<file path="config.mk">
export PLATFORM = sky130hd
export DESIGN_NAME = rmm_out_stage
export DESIGN_NICKNAME = d
export VERILOG_FILES = /design/src/rtl/core/rmm_pkg.sv /design/src/rtl/core/rmm_out_stage.sv
export SDC_FILE = /design/constraint.sdc
export NUM_CORES = 1
export LEC_CHECK = 0
export BUFFER_PORTS_ARGS = -buffer_cell sky130_fd_sc_hd__buf_4
export CAP_MARGIN = 30
export CORE_ASPECT_RATIO = 2
export CORE_MARGIN = 10
export CORE_UTILIZATION = 43
export DETAILED_ROUTE_END_ITERATION = 8
export PLACE_DENSITY = 0.85
export SLEW_MARGIN = 20
export SYNTH_ARGS = -nofsm -noshare
export SYNTH_HDL_FRONTEND = slang
export SYNTH_SLANG_ARGS = --single-unit
</file>
<file path="constraint.sdc">
create_clock -name clk -period 1.1 [get_ports clk]
set_input_delay 0.055 -clock clk [delete_from_list [all_inputs] [get_ports clk]]
set_output_delay 0.055 -clock clk [all_outputs]
set_load 0.05 [all_outputs]
</file>
<file path="src/rtl/core/rmm_pkg.sv">
// Shared types, constants and helpers for the range min/max segment tree.
// Used by every module under rtl/core; depends on nothing.
package rmm_pkg;

  localparam int unsigned ELEMENTS_DEF = 1024;

  localparam int IDX_W       = 10;
  localparam int VAL_W       = 31;
  localparam int IN_TDATA_W  = 64;
  localparam int OUT_TDATA_W = 64;

  localparam logic [VAL_W-1:0] NO_MIN    = 31'd2000000000;
  localparam logic [VAL_W-1:0] TOP_VALUE = 31'd1999999999;

  localparam logic OP_LOAD  = 1'b0;
  localparam logic OP_QUERY = 1'b1;

  typedef struct packed {
    logic [VAL_W-1:0] mn;
    logic [VAL_W-1:0] mx;
  } node_t;

  typedef struct packed {
    logic             op;
    logic [IDX_W-1:0] elem_index;
    logic [VAL_W-1:0] elem_value;
    logic [IDX_W-1:0] range_start;
    logic [IDX_W-1:0] range_end;
  } item_t;

  typedef struct packed {
    node_t bound;
    logic  empty;
  } result_t;

  localparam node_t NODE_IDENT = '{mn: NO_MIN, mx: '0};

  function automatic node_t node_merge(node_t a, node_t b);
    node_t m;
    m.mn = (a.mn < b.mn) ? a.mn : b.mn;
    m.mx = (a.mx > b.mx) ? a.mx : b.mx;
    return m;
  endfunction

endpackage

</file>
<file path="src/rtl/core/rmm_out_stage.sv">
// Result register between the sequencer and the output channel; frees the
// sequencer as soon as a result is parked. Depends on rmm_pkg.
module rmm_out_stage (
  input  logic             clk,
  input  logic             rst_n,
  input  logic             res_valid,
  input  rmm_pkg::result_t result,
  output logic             res_free,
  output logic             out_valid,
  input  logic             out_ready,
  output rmm_pkg::result_t out_result
);

  logic             valid_r, valid_nxt;
  rmm_pkg::result_t result_r;

  assign res_free  = !valid_r || out_ready;
  assign valid_nxt = res_valid || (valid_r && !out_ready);

  always_ff @(posedge clk) begin
    if (!rst_n) begin
      valid_r <= 1'b0;
    end else begin
      valid_r <= valid_nxt;
    end
  end

  always_ff @(posedge clk) begin
    if (res_valid) begin
      result_r <= result;
    end
  end

  assign out_valid  = valid_r;
  assign out_result = result_r;

endmodule

</file>
==> results of run 1 <==
==> through the flow <==
step | setup slack (ns) | instances | utilization
after floorplan | 0.204 | 67 | -
after global placement | 0.409 | 254 | 0.692
after detailed placement | 0.393 | 254 | 0.692
after CTS | 0.102 | 334 | 0.879
after global routing | 0.0608 | 334 | 0.879
final | 0.100 | 334 | 0.879
==> area by class of cell <==
cell class                      instances  area, um^2
Timing Repair Buffer                  197        1660
Tap cell                               54        67.6
Inverter                                1        3.75
Clock inverter                          5        47.5
Multi-Input combinational cell          2        25.0
Sequential cell                        64        1910
Fill cell                             179         529
Clock buffer                           11         131
==> final timing paths <==
path	start	endpoint	slack, ns	cells after the start
max reg2reg	out_valid	out_valid	0.50	2
min reg2reg	out_valid	out_valid	0.49	2
max	out_result[10]	out_result[10]	0.10	1
min	out_ready	out_valid	0.02	3
==> state kept, by name, summed over array words and instances (netlist names) <==
register    cells
out_result     63
out_valid       1
==> cells by family (layout without fill, tap and decap cells) <==
logic type	Yosys count	after routing
flip-flops	64	64
buffers and inverters	1	214
AO/OA/AOI/OAI	1	1
AND/OR/NAND/NOR	1	1
==> cells in the final DEF, fill, tap and decap left out <==
| cell | count |
|---|---|
| a21boi_2 | 1 |
| clkinv_2 | 2 |
| clkinv_1 | 2 |
| dfxtp_2 | 1 |
| inv_1 | 1 |
| bufinv_16 | 1 |
| edfxtp_1 | 63 |
| clkbuf_1 | 2 |
| buf_12 | 2 |
| dlygate4sd3_1 | 64 |
| clkbuf_8 | 9 |
| nand2b_4 | 1 |
| buf_4 | 131 |
==> power by group through the flow <==
stage	registers [W]	clock network, W	logic (W)
final	0.00296	0.00181	0.00145
after global routing	0.00298	0.00195	0.00149
after CTS	0.00295	0.00184	0.00144
after detailed placement	0.00300	0	0.00125
after global placement	0.00299	0	0.00123
after floorplan	0.00367	0	0.0000135
==> metal layers <==
layer	vias to the layer above	GRT usage	routed length (um)
met5	-	0	0
met4	0	0.0716	140
met3	13	0.0789	651
met2	76	0.336	4140
met1	711	0.165	2030
li1	683	-	-
==> timing repair <==
item	CTS	global route
hold buffers	64	0
hold endpoints to repair	64	0
resized for setup	0	0
==> results.cfg, run 1 <==
[outcome]
outcome = finished, final reports clean

[clock_tree]
post_cts_buffers = 0
cts.sinks = 64
cts-buffers-inserted = 9
clock_latency_ns = 0.32
clk_pin_slew_worst_paths_ns = 0.06
clk_path_buf_depth = 2
clk_root_buffer_cell = clkbuf_8
h-tree-depth = 3
cts_tree = done

[power]
ir_worst_vdd_v = 0.00161
switchingPower_w = 0.00175
seq_power_share = 0.476
power_w = 0.00621
power.density_nw_per_um2 = 1610
clock_power_share = 0.291
swShare = 0.282
intPower_w = 0.00446
leakagePower_nw = 1.65
power_frac_comb = 0.233

[setup_path]
cp.arrival_ns = 0.94
critPathRequiredTime_ns = 1.04
crit_path_top_delay_cell = edfxtp_1
cp_max_fo = 1
criticalPathCategory = flop to output port
cpPeakStageDelay_ns = 0.40
cp-end-kind = output port
start_kind = flop
path_delay_family = flip-flops
crit_buf_inv = 1
cp_cell_sequence = buf_4

[finish]
num_antenna_cells = 0
areaGrowthSynthToFinish_pct = 98.5
nets = 342
drive_above_1_share = 0.529
design_area_um2 = 3850

[global_routing]
overflow = 0
grt_max_degree = 36
grt_pass1_wl_mm = 9.96
grt_usage = 0.183
grt_pass1_vias = 1727
grt_antenna_before_repair = 0

[timing]
period_share = 0.909
fin_skew_ns = 0
setup_viol = 0
worst_pin_slew_ns = 0.182
fin_tns_setup_ns = 0
max_freq_mhz = 1000
rsz0062_at_grt = no
slew_violations = 0
hold_viol_final = 0
min_period_ns = 1.00
slew_headroom = 0.879
holdWs_ns = 0.0172

[floorplanning]
core_area_um2 = 4380
die_x_um = 67.5
die_area_um2 = 7760
initial_utilization = 0.443
io_pins = 132
dieHeight_um = 115
rows = 34

[yosys]
ys_seq_area_frac = 0.985
synthAdderAreaFrac = 0
synth_compound_area_frac = 0.00580
synthArstFlopShare = 0
yosys.area_share.simple = 0.00709
syn_inst = 67
yosysTopAreaCellShare = 0.975
synth_top_family_by_area = simple AND/OR/NAND/NOR gates
muxShareOfSynthArea = 0
synth_common_cells = edfxtp_1, a21boi_2, dfxtp_1, inv_1, nand2b_4
synthesis.nets = 134
syn_avg_cell_area_um2 = 29.0
ys_ff_latch = 64
yosysTopAreaCell = edfxtp_1
synth_ff_type = edfxtp_1
synth_enable_flop_cells = 63
yosysWarningCount = 0
synth_most_common_cell = edfxtp_1
synth_xor_area_frac = 0
synthesis.area_um2 = 1940
netlist_top_cells_area = edfxtp_1, dfxtp_1, nand2b_4, a21boi_2, inv_1
yosysUniqueCellTypes = 5

[route]
vias = 1483
ant_nets = 0
routed_wl_mm = 6.96
first_pass_iters = 4
drt_iter0_markers = 64
drcViolationCount = 0
wire_per_inst_um = 20.8
via_per_inst = 4.44

[flow_run]
maxCapViolations = 0

[place]
finalWeightedCongestion = 0.718
portBuffers = 131
dpl_cell_area_um2 = 3030

[hold_path]
hold_path_class = input port to flop
Note: power is estimated with default switching activity, not from simulation.
==> inputs of run 2 (changes only) <==
Settings changed: BUFFER_PORTS_ARGS -buffer_cell sky130_fd_sc_hd__buf_4 to not set, CORE_ASPECT_RATIO 2 to not set, CORE_UTILIZATION 43 to 45, DONT_BUFFER_PORTS set to 1, PLACE_DENSITY 0.85 to 0.62.
==> results.cfg, run 2 (synthesized netlist as in run 1, its figures left out) <==
[global_routing]
overflow = 0
grt_max_degree = 65
grt_pass1_wl_mm = 7.14
grt_antenna_before_repair = 0
grt_pass1_vias = 1141
grt_usage = 0.134

[power]
power_frac_comb = 0.041
clock_power_share = 0.285
ir_worst_vdd_v = 0.00115
swShare = 0.285
seq_power_share = 0.674
switchingPower_w = 0.00155
intPower_w = 0.00389
leakagePower_nw = 1.00
power.density_nw_per_um2 = 1920

[setup_path]
critPathRequiredTime_ns = 1.04
cp-end-kind = output port
criticalPathCategory = flop to output port
start_kind = flop
cp_max_fo = 1
cp.arrival_ns = 0.99
reg2reg_depth = 2
cp.depth = 0

[place]
dpl_cell_area_um2 = 2020
portBuffers = 0
finalWeightedCongestion = 0.628

[clock_tree]
cts.sinks = 64
hold_buffers = 66
clk_pin_slew_worst_paths_ns = 0.06
clk_path_buf_depth = 2
cts_tree = done
clk_root_buffer_cell = clkbuf_8
cts-buffers-inserted = 9
h-tree-depth = 3
clock_latency_ns = 0.32

[floorplanning]
core_area_um2 = 4090
dieHeight_um = 85.7
die_area_um2 = 7340
io_pins = 132
die_x_um = 85.7
initial_utilization = 0.475
rows = 23

[hold_path]
hold_depth = 0
hold_path_class = input port to flop

[timing]
min_period_ns = 1.04
setup_viol = 0
hold_viol_final = 63
worst_pin_slew_ns = 0.511
fin_tns_setup_ns = 0
max_freq_mhz = 959
rsz0062_at_grt = no
slew_headroom = 0.660
holdWs_ns = -0.157
period_share = 0.948
slew_violations = 0
fin_skew_ns = 0

[finish]
largest_reg_flops = 63
num_antenna_cells = 0
fin_util = 0.692
design_area_um2 = 2830
final_common_cell = dlygate4sd3_1
nets = 213
drive_above_1_share = 0.100
areaGrowthSynthToFinish_pct = 45.7
fillers = 257
final_cell_mix = dlygate4sd3_1, edfxtp_1, clkbuf_8

[route]
drt_iter0_markers = 92
wire_per_inst_um = 24.7
ant_nets = 0
drcViolationCount = 0
first_pass_iters = 4
routed_wl_mm = 4.94
vias = 963
via_per_inst = 4.82

[outcome]
violations = negative hold slack
outcome = complete, but fails checks

[flow_run]
maxCapViolations = 0
run 2: timing repair:
item / 4_1_cts / 5_1_grt
buffers inserted: 0 / 0
hold endpoints to repair: 127 / 63
resized for setup: 0 / 0
run 2: worst paths after layout:
kind | slack [ns] | start | end
worst min-delay path | -0.16 | res_valid | out_result[2]
worst max-delay path | 0.06 | out_result[1] | out_result[1]
worst max register to register | 0.49 | out_valid | out_valid
worst min register to register | 0.49 | out_valid | out_valid
run 2: worst reg2reg max path: stages (launching register included):
cell and delay, ns:
dfxtp_2 0.35, nand2b_4 0.06, a21boi_2 0.13
run 2: stage by stage:
| stage | total power [W] | setup WS (ns) | instances |
|---|---|---|---|
| final | 0.00543 | 0.0568 | 200 |
| after CTS | 0.00550 | 0.0409 | 200 |
| after floorplan | 0.00369 | 0.204 | 67 |
| after detailed placement | 0.00375 | 0.401 | 119 |
| after global routing | 0.00564 | 0.000281 | 200 |
| after global placement | 0.00374 | 0.416 | 119 |
run 2: routing by layer:
metal  vias to the layer above  wire [um]  global-route usage  share of wire
li1                        425          -                   -              -
met1                       455       1670               0.121           0.34
met2                        79       2540               0.219           0.51
met3                         4        692               0.112           0.14
met4                         0         37              0.0449         0.0075
met5                         -          0                   0              0
run 2: layout make-up:
type                    instances  area [um^2]  area share
clock buffers                  14          143      0.0504
clock inverters                 1         5.00     0.00177
inverters                       1         3.75     0.00133
multi-input cells               2         25.0     0.00885
flip-flops and latches         64         1910       0.677
well taps                      50         62.6      0.0221
repair buffers                 68          676       0.239
run 2: power groups by stage:
| stage | Sequential, W | Clock (W) | Combinational [W] |
|---|---|---|---|
| finish | 0.00366 | 0.00155 | 0.000221 |
| global route | 0.00368 | 0.00172 | 0.000237 |
| CTS | 0.00367 | 0.00160 | 0.000222 |
| detailed placement | 0.00372 | 0 | 0.0000291 |
| global placement | 0.00371 | 0 | 0.0000289 |
| floorplan | 0.00367 | 0 | 0.0000135 |
